### config.mk
export PLATFORM = sky130hd
export DESIGN_NAME = taab_merge
export DESIGN_NICKNAME = d
export VERILOG_FILES = /design/src/taab_pkg.sv /design/src/taab_merge.sv
export SDC_FILE = /design/constraint.sdc
export NUM_CORES = 2
export LEC_CHECK = 0
export BUFFER_PORTS_ARGS = -buffer_cell sky130_fd_sc_hd__buf_2
export CAP_MARGIN = 20
export CORE_UTILIZATION = 50
export DETAILED_ROUTE_END_ITERATION = 16
export GPL_ROUTABILITY_DRIVEN = 0
export GPL_TIMING_DRIVEN = 0
export PLACE_DENSITY_LB_ADDON = 0.15
export SYNTH_ARGS = -nofsm -noshare
export SYNTH_HDL_FRONTEND = slang
export SYNTH_SLANG_ARGS = --single-unit
export TNS_END_PERCENT = 1
### constraint.sdc
create_clock -name i_clk -period 29.9 [get_ports i_clk]
set_input_delay 1.495 -clock i_clk [delete_from_list [all_inputs] [get_ports i_clk]]
set_output_delay 1.495 -clock i_clk [all_outputs]
set_load 0.01 [all_outputs]
### src/taab_pkg.sv
// ---------------------------------------------------------------------------
// taab_pkg: shared constants and types for the transformed box bounds block
// Fixed coefficient format, matrix row layout and corner count.
// ---------------------------------------------------------------------------
`default_nettype none

package taab_pkg;

    // coefficient format: signed Q4.12, four per row word
    localparam int COEF_WIDTH  = 16;
    localparam int COEF_FRAC   = 12;
    localparam int NUM_COLS    = 4;
    localparam int ROW_WIDTH   = COEF_WIDTH * NUM_COLS;

    // coordinate fraction bits (Q8.8), so 1.0 is one shifted by this
    localparam int COORD_FRAC  = 8;

    // geometry
    localparam int NUM_AXES    = 3;
    localparam int NUM_CORNERS = 8;

    // translation term width: coefficient times 1.0
    localparam int TRANS_WIDTH = COEF_WIDTH + COORD_FRAC;

    typedef logic [ROW_WIDTH-1:0]          t_row;
    typedef logic signed [COEF_WIDTH-1:0]  t_coef;
    typedef logic signed [TRANS_WIDTH-1:0] t_trans;

endpackage

`default_nettype wire

### src/taab_merge.sv
// ---------------------------------------------------------------------------
// taab_merge: merge stage
// Takes the component-wise minimum and maximum over the eight lanes and
// picks out the transformed minimum and maximum corners.
// ---------------------------------------------------------------------------
`default_nettype none

module taab_merge #(
    parameter int COORD_WIDTH = 16
) (
    input  wire logic                        i_clk,
    input  wire logic                        i_en,
    input  wire logic signed [COORD_WIDTH-1:0]
                                             i_val [taab_pkg::NUM_CORNERS]
                                                   [taab_pkg::NUM_AXES],
    output logic signed [COORD_WIDTH-1:0]    o_aabb_min  [taab_pkg::NUM_AXES],
    output logic signed [COORD_WIDTH-1:0]    o_aabb_max  [taab_pkg::NUM_AXES],
    output logic signed [COORD_WIDTH-1:0]    o_moved_min [taab_pkg::NUM_AXES],
    output logic signed [COORD_WIDTH-1:0]    o_moved_max [taab_pkg::NUM_AXES]
);
    localparam int NA = taab_pkg::NUM_AXES;
    localparam int NC = taab_pkg::NUM_CORNERS;

    logic signed [COORD_WIDTH-1:0] n_min [NA];
    logic signed [COORD_WIDTH-1:0] n_max [NA];

    // running minimum and maximum across the lanes
    always_comb begin
        for (int r = 0; r < NA; r++) begin
            n_min[r] = i_val[0][r];
            n_max[r] = i_val[0][r];
            for (int c = 1; c < NC; c++) begin
                if (i_val[c][r] < n_min[r]) begin
                    n_min[r] = i_val[c][r];
                end
                if (i_val[c][r] > n_max[r]) begin
                    n_max[r] = i_val[c][r];
                end
            end
        end
    end

    // output registers; all-low corner is the moved minimum, all-high the maximum
    always_ff @(posedge i_clk) begin
        if (i_en) begin
            o_aabb_min  <= n_min;
            o_aabb_max  <= n_max;
            o_moved_min <= i_val[0];
            o_moved_max <= i_val[NC-1];
        end
    end

endmodule

`default_nettype wire

Yosys cells after proc, flatten, opt, wreduce, memory -nomap -nowiden
Cells that the tools add are included.
Operators by class
  muxes and demuxes: 42
  magnitude comparators: 42
Operator list (count)
  16-bit 2-to-1 mux: 42
  16-bit greater-than comparator: 21
  16-bit less-than comparator: 21
Storage, ports and cells
  logic and storage cells: 96
  output and inout bits: 192
  input port bits: 386
  register bits: 192

Longest topological paths before layout
  word-level depth: 14
  mapped depth: 105
  mapped depth without buffers: 96

Least setup slack after synthesis
No wires, ideal clock.
  path kind: in2reg
  start point: input port i_val[337] (netlist bit)
  end point: register o_aabb_max[10] (netlist bit) (data pin)
  path buffers: 10
  path slack: 11.323 ns
  arrival: 18.301 ns
  setup time: 0.276 ns
  required time: 29.624 ns
  stages on the path: 96
  path through: inv_1 ha_1 nor2b_1 o21a_1 o21ai_0 a21oi_1 o41a_1 o21a_1 clkbuf_1 clkbuf_1 a21oi_1 ha_1 a21o_1 a21o_1 a21o_1 a21oi_1 nor2b_1 o21ai_0 [60 not listed] a21oi_1 buf_2 mux2i_1 ha_1 o21a_1 o21ai_0 nand2b_1 a21oi_1 nor2b_1 o21ai_0 nand2b_1 a21oi_1 nor3_1 nor3_1 a31oi_1 o21ai_0 clkbuf_1 mux2i_1
RTL lines
  start, declared: RTL line taab_merge.sv:14  | i_val [taab_pkg::NUM_CORNERS]
  end signal, assigned: RTL line taab_merge.sv:47  | o_aabb_max <= n_max;
  end, declared: RTL line taab_merge.sv:17  | output logic signed [COORD_WIDTH-1:0] o_aabb_max [taab_pkg::NUM_AXES],

==> results.md <==
* Outcome: finished clean
* Synthesized Nets at 4846
* RSZ-0062 raised after global routing: no
* DRT Wirelength at 103.1 mm
* WP data arrival at 22.68 ns
* WS Path Type: in -> reg
* Total congestion overflow at 0
* Core area at 62170 µm²
* Unique masters post-synth at 92
* Mapped Cells at 3884
* # DRC at 0
* Max incr delay on CP at 0.72 ns
* CTS Buffer Depth at 2
* Worst hold path class: in -> reg
* Syn_area_per_cell at 8.166 µm²
* Synth Flop Type: edfxtp_1
* Routed Antenna Nets at 0
* Final setup violation count at 0
* Hold_buf cts at 0
* Port Buf Inserts at 577
* Fraction of registers with async set/reset at 0
* Vias in the first global route at 28.74k
* Largest net degree at the start of global routing at 121
* Via count at 31.13k
* Nets at 5445
* # rows at 91
* Required @ worst endpoint at 30.13 ns
* Layout area overhead at 14.68%
* Commonest non-fill, non-tap cell in the layout: buf_2
* Initial antenna violation count at 26
* Final period demand of the worst path at 22.45 ns
* First-pass GRT wire length at 157.1 mm
* Most frequent cells in the layout: 588 x buf_2, 576 x ha_1, 508 x inv_1, 328 x a21oi_1, 252 x nor2_1
* Peak VDD IR at 118.7 µV
* Post-Syn Area at 31720 µm²
* CP Capture Type: register
* CTS H-Tree Depth at 4
* Multi-input gate area at 23490 µm²
* Register area share after synthesis at 0.1818
* CTS resizes at 0
* Total clock sinks at 192
* Number of synthesized register bits at 192
* Relative slew slack at 0.2790
* Total power per unit cell area at 122.8 nW/µm²
* Initial Util at 0.5102
* CTS tree: yes
* Leading post-synthesis cells by cell area: ha_1 23%, edfxtp_1 18%, mux2i_1 7.5%
* EDFF count, synth at 192
* Period utilization at 0.7508
* Fin. max-slew vios at 0
* Clock Pin Slew Worst Setup and Hold Paths at 0.11 ns
* Register area at 5766 µm²
* Clock root cell: clkbuf_16
* Synthesis Warnings at 0
* Crit Path Max Fanout at 10
* Critical path's slowest cell: a2111oi_0
* F_max at 0.04454 GHz
* Most used cell, CP: a21oi_1
* Filler cells at 5906
* Die width at 253.9 µm
* Final Hold Viols at 0
* Synth top area share at 0.2272
* DP HPWL at 87.54 mm
* Placed Area at 35700 µm²
* Post-route cell area at 36370 µm²
* Total GRT Usage at 0.3124
* Leading area contributor after synthesis: ha_1
* First-pass DRT Iterations at 6
* IO Count at 578
* Die footprint at 64440 µm²
* Routed len/inst at 19.27 µm
* Worst-margin pin slew at 1.072 ns
* Ratio of cells with drive above 1 in the final layout at 0.1862
* Height of the die at 253.9 µm
* Post-DR vias/cell at 5.819
* Iteration-0 DRC Markers at 2244
* Postcts setup bufs at 0
* Leakage at 0.01830 µW
* Total CTS buffers at 17
* Startpoint types: input pin
* Post-Route Setup TNS at 0 ns
* Max cap viols at 0
-- report_power, final --
group	leakage, µW	internal (µW)	switching, µW
combinational	0.0161	1540	2180
clock	0.000298	116	143
sequential	0.00188	468	18.0
-- final timing paths --
kind  startpoint                         to  slack (ns)  cells past startpoint
max   i_val[337]   o_aabb_max[13]$_DFFE_PP_        7.45                     94
min   i_val[360]  o_moved_min[24]$_DFFE_PP_        1.16                      1
-- per-layer routing --
metal  vias to the layer above  global-route usage  share of wire
li1                      15550                   -              -
met1                     14370              0.4081           0.44
met2                      1024              0.5103           0.46
met3                       180             0.05613          0.069
met4                        12              0.1167          0.034
met5                         -                   0        0.00088
-- worst max-delay path, delay by kind of cell --
| family | cells | cell delay [ns] |
|---|---|---|
| buffers and inverters | 15 | 4.29 |
| AOI/OAI and AO/OA | 48 | 11.22 |
| and+or+nand+nor | 19 | 1.98 |
| muxes | 5 | 1.83 |
| adders and majority gates | 7 | 1.88 |
-- cell type report --
| class | instances | share of cell area |
|---|---|---|
| multi-input cells | 3053 | 0.6458 |
| clock inverters | 15 | 0.005607 |
| plain buffers | 131 | 0.01524 |
| repair buffers | 580 | 0.08077 |
| clock buffers | 17 | 0.01170 |
| inverters | 508 | 0.05242 |
| well taps | 837 | 0.02879 |
| diodes | 17 | 0.001170 |
| flip-flops and latches | 192 | 0.1585 |
-- stage by stage --
stage	cells	setup slack, ns	util	power, µW	hold WS (ns)
after floorplan	3884	11.32	-	3202	1.594
after global placement	5298	6.748	0.5735	4097	1.688
after detailed placement	5301	7.012	0.5743	4154	1.699
after CTS	5333	7.557	0.5844	4438	1.122
after global routing	5347	5.777	0.5850	4893	1.148
final	5350	7.450	0.5851	4468	1.161
-- kinds of logic (layout without fill, tap and decap cells) --
kind of cell / after synthesis / count (layout) / synth area share
AO/OA/AOI/OAI: 1060 / 1060 / 0.2149
AND/OR/NAND/NOR: 993 / 993 / 0.1589
buffers and inverters: 639 / 1251 / 0.07760
adder cells (fa/ha/maj): 585 / 585 / 0.2301
multiplexers: 393 / 393 / 0.1306
flip-flops: 192 / 192 / 0.1818
XOR/XNOR: 22 / 22 / 0.006075
other: 0 / 17 / 0
-- sequential cells by signal, indices dropped and copies added, names as in the netlist --
name,count
o_aabb_min,48
o_moved_min,48
o_aabb_max,48
o_moved_max,48
-- synthesized netlist by cell type (14+ instances only) --
cell type and number:
ha_1 576, mux2_2 152, inv_1 508, edfxtp_1 192, a21oi_1 328, o311a_1 16
o22a_1 15, o211ai_1 53, and3_1 14, mux2i_1 239, nor2b_1 88, nand2b_1 63
xnor2_1 18, nand3_1 81, and2_1 37, o31ai_1 17, nor3_1 60, o21a_1 17
a31oi_1 60, o21bai_1 33, o21ai_0 231, a211oi_1 14, nand2_1 202, a311oi_1 22
clkbuf_1 97, nor2_1 252, and4_1 14, nand4_1 99, a21o_1 120
Power figures use the tool's default switching activity.
