===== src/taab_pkg.sv =====
// ---------------------------------------------------------------------------
// taab_pkg: shared constants and types for the transformed box bounds block
// Fixed coefficient format, matrix row layout and corner count.
// ---------------------------------------------------------------------------
`default_nettype none

package taab_pkg;

    // coefficient format: signed Q4.12, four per row word
    localparam int COEF_WIDTH  = 16;
    localparam int COEF_FRAC   = 12;
    localparam int NUM_COLS    = 4;
    localparam int ROW_WIDTH   = COEF_WIDTH * NUM_COLS;

    // coordinate fraction bits (Q8.8), so 1.0 is one shifted by this
    localparam int COORD_FRAC  = 8;

    // geometry
    localparam int NUM_AXES    = 3;
    localparam int NUM_CORNERS = 8;

    // translation term width: coefficient times 1.0
    localparam int TRANS_WIDTH = COEF_WIDTH + COORD_FRAC;

    typedef logic [ROW_WIDTH-1:0]          t_row;
    typedef logic signed [COEF_WIDTH-1:0]  t_coef;
    typedef logic signed [TRANS_WIDTH-1:0] t_trans;

endpackage

`default_nettype wire


===== src/taab_lane.sv =====
// ---------------------------------------------------------------------------
// taab_lane: one corner lane
// Sums the products of one corner for all three rows, rounds to Q8.8 with
// halves going up and saturates to the coordinate range.
// ---------------------------------------------------------------------------
`default_nettype none

module taab_lane #(
    parameter int COORD_WIDTH = 16
) (
    input  wire logic                                       i_clk,
    input  wire logic                                       i_en,
    input  wire logic signed [COORD_WIDTH+taab_pkg::COEF_WIDTH-1:0]
                                                            i_prod
                                                            [taab_pkg::NUM_AXES]
                                                            [taab_pkg::NUM_AXES],
    input  wire taab_pkg::t_trans                           i_trans [taab_pkg::NUM_AXES],
    output logic signed [COORD_WIDTH-1:0]                   o_val   [taab_pkg::NUM_AXES]
);
    localparam int NA = taab_pkg::NUM_AXES;
    localparam int AW = COORD_WIDTH + taab_pkg::COEF_WIDTH + 2;
    localparam int FR = taab_pkg::COEF_FRAC;
    localparam int SW = AW - FR;

    logic signed [AW-1:0]          acc   [NA];
    logic signed [SW-1:0]          rnd   [NA];
    logic                          ovf_hi[NA];
    logic                          ovf_lo[NA];
    logic signed [COORD_WIDTH-1:0] n_val [NA];

    // accumulate, round, saturate
    always_comb begin
        for (int r = 0; r < NA; r++) begin
            acc[r] = AW'(i_prod[r][0]) + AW'(i_prod[r][1]) + AW'(i_prod[r][2])
                   + AW'(i_trans[r]) + (AW'(1) <<< (FR - 1));
            rnd[r] = acc[r][AW-1:FR];
            ovf_hi[r] = !rnd[r][SW-1] && (|rnd[r][SW-2:COORD_WIDTH-1]);
            ovf_lo[r] = rnd[r][SW-1] && !(&rnd[r][SW-2:COORD_WIDTH-1]);
            priority if (ovf_hi[r]) begin
                n_val[r] = {1'b0, {(COORD_WIDTH-1){1'b1}}};
            end else if (ovf_lo[r]) begin
                n_val[r] = {1'b1, {(COORD_WIDTH-1){1'b0}}};
            end else begin
                n_val[r] = rnd[r][COORD_WIDTH-1:0];
            end
        end
    end

    // corner result registers
    always_ff @(posedge i_clk) begin
        if (i_en) begin
            o_val <= n_val;
        end
    end

endmodule

`default_nettype wire


===== config.mk =====
export PLATFORM = sky130hd
export DESIGN_NAME = taab_lane
export DESIGN_NICKNAME = d
export VERILOG_FILES = /design/src/taab_pkg.sv /design/src/taab_lane.sv
export SDC_FILE = /design/constraint.sdc
export NUM_CORES = 1
export LEC_CHECK = 0
export ABC_AREA = 1
export BUFFER_PORTS_ARGS = -buffer_cell sky130_fd_sc_hd__buf_2
export CAP_MARGIN = 5
export CELL_PAD_IN_SITES_DETAIL_PLACEMENT = 1
export CELL_PAD_IN_SITES_GLOBAL_PLACEMENT = 2
export CORE_ASPECT_RATIO = 1.25
export CORE_MARGIN = 3
export CORE_UTILIZATION = 30
export DETAILED_ROUTE_END_ITERATION = 10
export GPL_TIMING_DRIVEN = 0
export PLACE_DENSITY = 0.87
export SYNTH_ARGS = -nofsm -noshare
export SYNTH_HDL_FRONTEND = slang
export SYNTH_SLANG_ARGS = --single-unit

===== constraint.sdc =====
create_clock -name i_clk -period 4.2 [get_ports i_clk]
set_clock_uncertainty 0.1 [all_clocks]
set_input_delay 0.21 -clock i_clk [delete_from_list [all_inputs] [get_ports i_clk]]
set_output_delay 0.21 -clock i_clk [all_outputs]
set_load 0.005 [all_outputs]

### After elaboration in Yosys (flattened, before gate mapping)

Index checks and enable logic that the tools add are counted.

* flip-flop bits (word level): 48
* input port bits: 362
* output and inout bits: 48
* logic and storage cells: 36

* add/subtract/negate cells: 12
* muxes and demuxes: 3
* reduce and logical (&&, ||, !) cells: 18

Operator list (number)
* adder 33 x 32 -> 34 bit: 3
* adder 34 x 13 -> 34 bit (second input constant): 3
* adder 34 x 24 -> 34 bit: 3
* adder 32 x 32 -> 33 bit: 3
* two-way mux 16 bit: 3
* AND reduction 6 bit: 3
* OR reduction 6 bit: 3
* logical AND 1 bit: 6
* logical NOT 1 bit: 6

### Depth between registers and ports, before layout

Gate-level depths: netlist of run 1.

* depth after elaboration: 8
* gate-level depth with buffers: 24
* mapped depth without buffers: 23

### Worst setup path after synthesis of run 1

Ideal clock, no wire load.

* kind: input-to-reg
* start point: input port i_prod[106] in the netlist's numbering
* end point: register o_val[21] in the netlist's numbering (data pin)
* library setup time: 0.252 ns
* arrival: 3.172 ns
* data required time: 3.848 ns
* path slack: 0.676 ns
* stages: 20
* path buffers: 1
* cells stage by stage: inv_1 -> fa_1 -> inv_1 -> fa_1 -> fa_1 -> ha_1 -> nand2_1 -> nor2_2 -> inv_1 -> nor3_1 -> nand2_1 -> nand2_1 -> nand2_1 -> nand2_1 -> nand2_1 -> nand2_1 -> nand4_1 -> nand2_4 -> buf_6 -> nand2_1

* word-level cells in the longest chain between the ends: 7
* elaborated cells on any way between the ends: 10
* those cells by class: add/sub: 3; mux: 1; reduce/logical: 6

Ends and longest elaborated chain
* start, declared: RTL line taab_lane.sv:14 `i_prod`
* adder 33 x 32 -> 34 bit *: RTL line taab_lane.sv:34 `acc[r] = AW'(i_prod[r][0]) + AW'(i_prod[r][1]) + AW'(i_prod[r][2])`
* adder 34 x 24 -> 34 bit *: RTL line taab_lane.sv:35 `+ AW'(i_trans[r]) + (AW'(1) <<< (FR - 1));`
* adder 34 x 13 -> 34 bit *: RTL line taab_lane.sv:35
* AND reduction 6 bit: RTL line taab_lane.sv:38 `ovf_lo[r] = rnd[r][SW-1] && !(&rnd[r][SW-2:COORD_WIDTH-1]);`
* logical NOT 1 bit: RTL line taab_lane.sv:38
* logical AND 1 bit: RTL line taab_lane.sv:38
* two-way mux 16 bit: RTL line taab_lane.sv:41 `end else if (ovf_lo[r]) begin`
* end signal, assigned: RTL line taab_lane.sv:52 `o_val <= n_val;`
* end, declared: RTL line taab_lane.sv:18 `output logic signed [COORD_WIDTH-1:0] o_val [taab_pkg::NUM_AXES]`

Every way passes the cells marked *; elsewhere a longest branch is shown, timed or not.
A chain may end at the register's enable or synchronous reset.

### Worst setup path after layout of run 1

* start point: input port i_prod[106] in the netlist's numbering
* end point: register o_val[30] in the netlist's numbering (data pin)

The elaborated chain is that of the path after synthesis.

==> summary.md, run 1 <==
| Metric | Value |
|---|---|
| Outcome | `finished, final reports clean` |
| Rows | `88` |
| Pwr Density | `524 nW/um^2` |
| IO Pins | `410` |
| Post-synthesis sequential area ratio | `0.101` |
| Top Registers | `o_val x48` |
| Synth top area share | `0.270` |
| Clk slew on worst S/H paths | `0.08 ns` |
| Layout cells sized above 1 | `0.198` |
| Initial Util | `0.306` |
| Synth warnings | `0` |
| Avg Cell Area, Syn | `7.23 sq um` |
| Ys async rst share | `0` |
| Cells after Synth | `1967` |
| Flops & latches, synth | `48` |
| Resize count post-CTS | `0` |
| Full die area | `50000 sq um` |
| CTS Root Cell | `clkbuf_16` |
| LEAKAGE | `10.1 nW` |
| Pin count of the biggest net entering global routing | `49` |
| Detailed placer's ending HPWL | `41000 um` |
| Clk buf depth | `2` |
| Crit Path Class | `in2reg` |
| Register name with the most flops | `o_val` |
| Hold buffer count at cts | `0` |
| Routed wire length | `43900 um` |
| Final setup viols | `0` |
| Crit Path Max Fanout | `10` |
| Fin nets | `3120` |
| Yosys cell types | `31` |
| Initial antenna violation count | `2` |
| Post-synth EDFFs | `48` |
| Crit path required time | `4.16 ns` |
| Final Critical Period | `3.86 ns` |
| Max VDD drop | `312 uV` |
| Setup TNS | `0 ns` |
| Post-route ant nets | `0` |
| Clk sinks | `48` |
| Global route total overflow | `0` |
| Area delta synth->final | `21.2%` |
| Startpoint types | `input port` |
| Final Hold Vio Count | `0` |
| HP Class | `in2reg` |
| Final period utilization | `0.920` |
| Die height | `249 um` |
| Max-slew headroom at the worst pin | `0.194` |
| CTS H-tree depth | `2` |
| Drt initial violations | `350` |
| Final Slew Violations | `0` |
| Primary FF master, synth | `edfxtp_1` |
| CTS buffer count | `5` |
| RSZ-0062 raised after global routing | `no` |
| First-pass GRT wire length | `72600 um` |
| Crit path DAT | `3.83 ns` |
| Worst slew pin tran | `1.21 ns` |
| Cell taking the most area after synthesis | `fa_1` |
| Core ar. | `46500 sq um` |
| Cell Area, Synth | `14200 sq um` |
| Vias in the first global route | `14900` |
| Overall routing resource usage | `0.176` |
| Number of post-CTS setup repair buffers | `0` |
| Max cap viols | `0` |
| F_max | `0.259 GHz` |
| CTS tree | `yes` |
| Routability congestion estimate | `0.897` |
| CP endpoint kind | `flop` |
| Non-Filler Instances | `3015` |
| Detailed Routing Iterations Pass 1 | `4` |
| Total number of vias | `13400` |
| DRC | `0` |
| Die width | `201 um` |
| Top post-synthesis cells by area | `fa_1 (27%), ha_1 (16%), nand2_1 (14%)` |
| Port buffer count | `409` |
| DP Cell Count | `3006` |
| Avg WL per Cell | `14.6 um` |
| Via density | `4.46` |
| Post-synthesis net count | `2704` |
| Largest register FFs | `48` |
-- per-layer routing --
metal | vias to the layer above | track usage | share of wire | wire length [um]
met3 | 31 | 0.0161 | 0.033 | 1450
met5 | - | 0 | 0.00030 | 13
met4 | 2 | 0.0265 | 0.012 | 532
met1 | 6403 | 0.204 | 0.40 | 17700
li1 | 6725 | - | - | -
met2 | 273 | 0.352 | 0.55 | 24200
-- final cells by class --
class                           instances  area [sq um]
Inverter                              539          2020
Sequential cell                        48          1440
Clock inverter                          3          46.3
Buffer                                  6          71.3
Fill cell                            6008         29200
Multi-Input combinational cell       1374         10700
Clock buffer                            5           125
Antenna cell                            1          2.50
Tap cell                              630           788
Timing Repair Buffer                  409          2050
-- per-stage QoR --
step,total power [mW],cell area [sq um],hold slack (ns),setup WS [ns],utilization
floorplan,6.24,14200,0.222,0.676,-
global placement,8.48,17000,0.511,0.0659,0.367
detailed placement,8.64,17000,0.513,0.0184,0.367
CTS,9.22,17200,0.640,0.339,0.371
global route,10.2,17200,0.683,0.111,0.371
finish,9.03,17200,0.622,0.336,0.371
-- Yosys cell counts (3+ instances only) --
master and instances:
a21oi_1 87, a31oi_1 13, buf_6 5, edfxtp_1 48, fa_1 192, ha_1 183
inv_1 535, inv_2 4, nand2_1 537, nand2_2 23, nand2_4 3, nand3_1 58
nand3_2 5, nand3b_1 4, nand4_1 7, nor2_1 129, nor2_2 8, nor3_1 14
nor3_2 3, nor4_1 4, o211ai_1 3, o21ai_0 35, o21bai_1 9, xnor2_1 25
xor2_1 25
-- power by group --
part | switching, mW | internal (mW)
Sequential | 0.128 | 0.984
Clock | 0.217 | 0.284
Combinational | 4.69 | 2.72
Total | 5.04 | 3.99
-- cell families (layout without fill, tap and decap cells) --
kind of cell | count (synthesis) | in the layout | share of synthesized area
compound gates | 149 | 149 | 0.0561
fa+ha+maj | 375 | 375 | 0.432
other cells | 0 | 1 | 0
flops | 48 | 48 | 0.101
simple gates | 800 | 800 | 0.233
xor+xnor | 50 | 50 | 0.0308
buf+inv | 545 | 962 | 0.147
-- path summary, 6_finish.rpt --
path	from	end	slack, ns	cells past startpoint
min	i_en	o_val[30]	0.62	1
max	i_prod[106]	o_val[30]	0.34	19
-- cells in the final DEF, fill, tap and decap left out, types with 7 or more instances in the layout --
cell type / n
xnor2_1: 25
nand2_1: 537
fa_1: 192
nand3_1: 58
ha_1: 183
o21bai_1: 9
nor2_1: 129
nand2_2: 23
inv_1: 535
a31oi_1: 13
buf_2: 409
xor2_1: 25
nand4_1: 7
o21ai_0: 35
a21oi_1: 87
edfxtp_1: 48
nor2_2: 8
nor3_1: 14
-- worst max-delay path, stage by stage --
cell,delay [ns]
buf_2,0.09
inv_1,0.06
fa_1,0.54
inv_1,0.05
fa_1,0.39
fa_1,0.41
ha_1,0.38
nand2_1,0.19
nor2_1,0.35
a21oi_1,0.12
nand2_1,0.20
nand2_1,0.12
nand2_1,0.07
nand2_1,0.05
nand2_1,0.07
nand4_1,0.15
nand2_4,0.15
buf_6,0.15
nand2_1,0.07
No activity file was read; power rests on OpenSTA's default activity.
==> run 2, diff against run 1 <==
- CORE_UTILIZATION: 30 -> 32
- GPL_TIMING_DRIVEN: 0 -> unset
- PLACE_DENSITY: 0.87 -> 0.92
- clock period: 4.2 -> 4.78 ns (I/O delays scaled with it)
==> summary.md, run 2 (synthesized netlist as in run 1, its figures left out) <==
| Metric | Value |
|---|---|
| Detailed placer's ending HPWL | `41300 um` |
| Pwr Density | `459 nW/um^2` |
| CTS H-tree depth | `2` |
| RSZ-0062 raised after global routing | `no` |
| HP Class | `in2reg` |
| Hold buffer count at cts | `0` |
| Rows | `85` |
| Final Slew Violations | `0` |
| Final setup viols | `0` |
| Startpoint types | `input port` |
| Top Registers | `o_val x48` |
| Initial antenna violation count | `3` |
| Vias in the first global route | `15400` |
| LEAKAGE | `10.1 nW` |
| Largest register FFs | `48` |
| Full die area | `47000 sq um` |
| Overall routing resource usage | `0.190` |
| Delay of the slowest cell on the worst path | `0.53 ns` |
| Post-route cell area | `17100 sq um` |
| Initial Util | `0.327` |
| Die width | `195 um` |
| Global route total overflow | `0` |
| Total number of vias | `13500` |
| Max-slew headroom at the worst pin | `0.521` |
| Setup TNS | `0 ns` |
| Die height | `242 um` |
| Max VDD drop | `175 uV` |
| Avg WL per Cell | `15.1 um` |
| IO Pins | `410` |
| Final Hold Vio Count | `0` |
| HP Start | `i_en` |
| Area delta synth->final | `20.3%` |
| Outcome | `finished, final reports clean` |
| First-pass GRT wire length | `73500 um` |
| Post-place instance area | `16900 sq um` |
| Detailed Routing Iterations Pass 1 | `4` |
| Most common cell on crit path | `nand2_1` |
| Final setup margin | `0.969 ns` |
| Routed wire length | `44500 um` |
| Final Critical Period | `3.81 ns` |
| Final period utilization | `0.797` |
| F_max | `0.262 GHz` |
| Clk sinks | `48` |
| Crit path required time | `4.74 ns` |
| Routability congestion estimate | `0.913` |
| Post-route ant nets | `0` |
| Register name with the most flops | `o_val` |
| Resize count post-CTS | `0` |
| Clk slew on worst S/H paths | `0.08 ns` |
| Crit Path Max Fanout | `15` |
| Worst Hold End | `o_val[21]` |
| Max cap viols | `0` |
| Most common cell after layout, fill and taps aside | `nand2_1` |
| Crit Path Class | `in2reg` |
| Via density | `4.59` |
| Fin nets | `3115` |
| Highest-count cells in the layout ignoring fill and taps | `nand2_1 (537), inv_1 (535), buf_2 (409)` |
| Number of post-CTS setup repair buffers | `0` |
| Critical path, cell by cell | `buf_2, inv_1, fa_1, inv_1, fa_1, fa_1, ha_1, a21oi_1, o21ai_0, inv_1, nand3_1, nand2_1, nand2_1, nand2_1, nand2_1, nor2_1, nand4_1, nand2_4, nand2_1` |
| Pin count of the biggest net entering global routing | `49` |
| Worst slew pin tran | `0.719 ns` |
| CP endpoint kind | `flop` |
| CTS tree | `yes` |
| Core ar. | `43500 sq um` |
| CTS Root Cell | `clkbuf_16` |
| Drt initial violations | `342` |
| Fill count | `5725` |
| Port buffer count | `409` |
| Pwr Total | `7.84 mW` |
| CTS buffer count | `5` |
| Clk buf depth | `2` |
| Pre-CTS setup slack | `0.622 ns` |
| Hold path cells | `2` |
| DRC | `0` |
| Slowest stage cell, crit path | `fa_1` |
| Crit path DAT | `3.78 ns` |
| Layout cells sized above 1 | `0.196` |
[run 2: cell count changes in the layout (fill, tap and decap cells not counted), sizes merged]
cell / previous run / this run
buf: 415 / 410
bufinv: 1 / 2
clkinvlp: 1 / 0
[run 2: where the power goes]
group / total (mW) / internal (mW) / switching, mW
registers: 0.970 / 0.862 / 0.108
clock network: 0.490 / 0.303 / 0.187
logic: 6.38 / 2.28 / 4.10
[run 2: how the worst max path moves through the flow]
stage / startpoint / end / slack [ns] / cells after the start
2_1_floorplan: i_prod[106] / o_val[21] / 1.23 / 20
3_3_place_gp: i_prod[106] / o_val[30] / 0.65 / 18
3_5_place_dp: i_prod[18] / o_val[3] / 0.62 / 21
4_1_cts: i_prod[18] / o_val[12] / 0.94 / 21
5_1_grt: i_prod[18] / o_val[5] / 0.56 / 21
6_report: i_prod[106] / o_val[21] / 0.97 / 19
[run 2: per-layer routing]
| metal | part of all wire | global-route usage |
|---|---|---|
| met2 | 0.54 | 0.373 |
| met4 | 0.024 | 0.0463 |
| met1 | 0.39 | 0.217 |
| met5 | 0.00061 | 0 |
| met3 | 0.038 | 0.0180 |
[run 2: layout make-up]
class                      instances  area [sq um]  share of cell area
clock inverter                     3          68.8             0.00402
multi-input combinational       1374         10700               0.624
inverter                         539          2020               0.118
sequential                        48          1440              0.0843
antenna                            1          2.50            0.000146
clock buffer                       5           125             0.00732
tap                              565           707              0.0413
timing repair buffer             410          2050               0.120
[run 2: through the flow]
| stage | instances | util | hold slack, ns |
|---|---|---|---|
| 2_1_floorplan | 1967 | - | 0.251 |
| 3_3_place_gp | 2936 | 0.389 | 0.543 |
| 3_5_place_dp | 2936 | 0.389 | 0.550 |
| 4_1_cts | 2944 | 0.393 | 0.516 |
| 5_1_grt | 2945 | 0.393 | 0.537 |
| 6_report | 2945 | 0.393 | 0.527 |
[run 2: critical path: cells and delay by family]
kind | cells | cell delay, ns
AOI/OAI and AO/OA | 2 | 0.40
adders and majority gates | 4 | 1.73
buffers and inverters | 4 | 0.28
and+or+nand+nor | 9 | 1.13
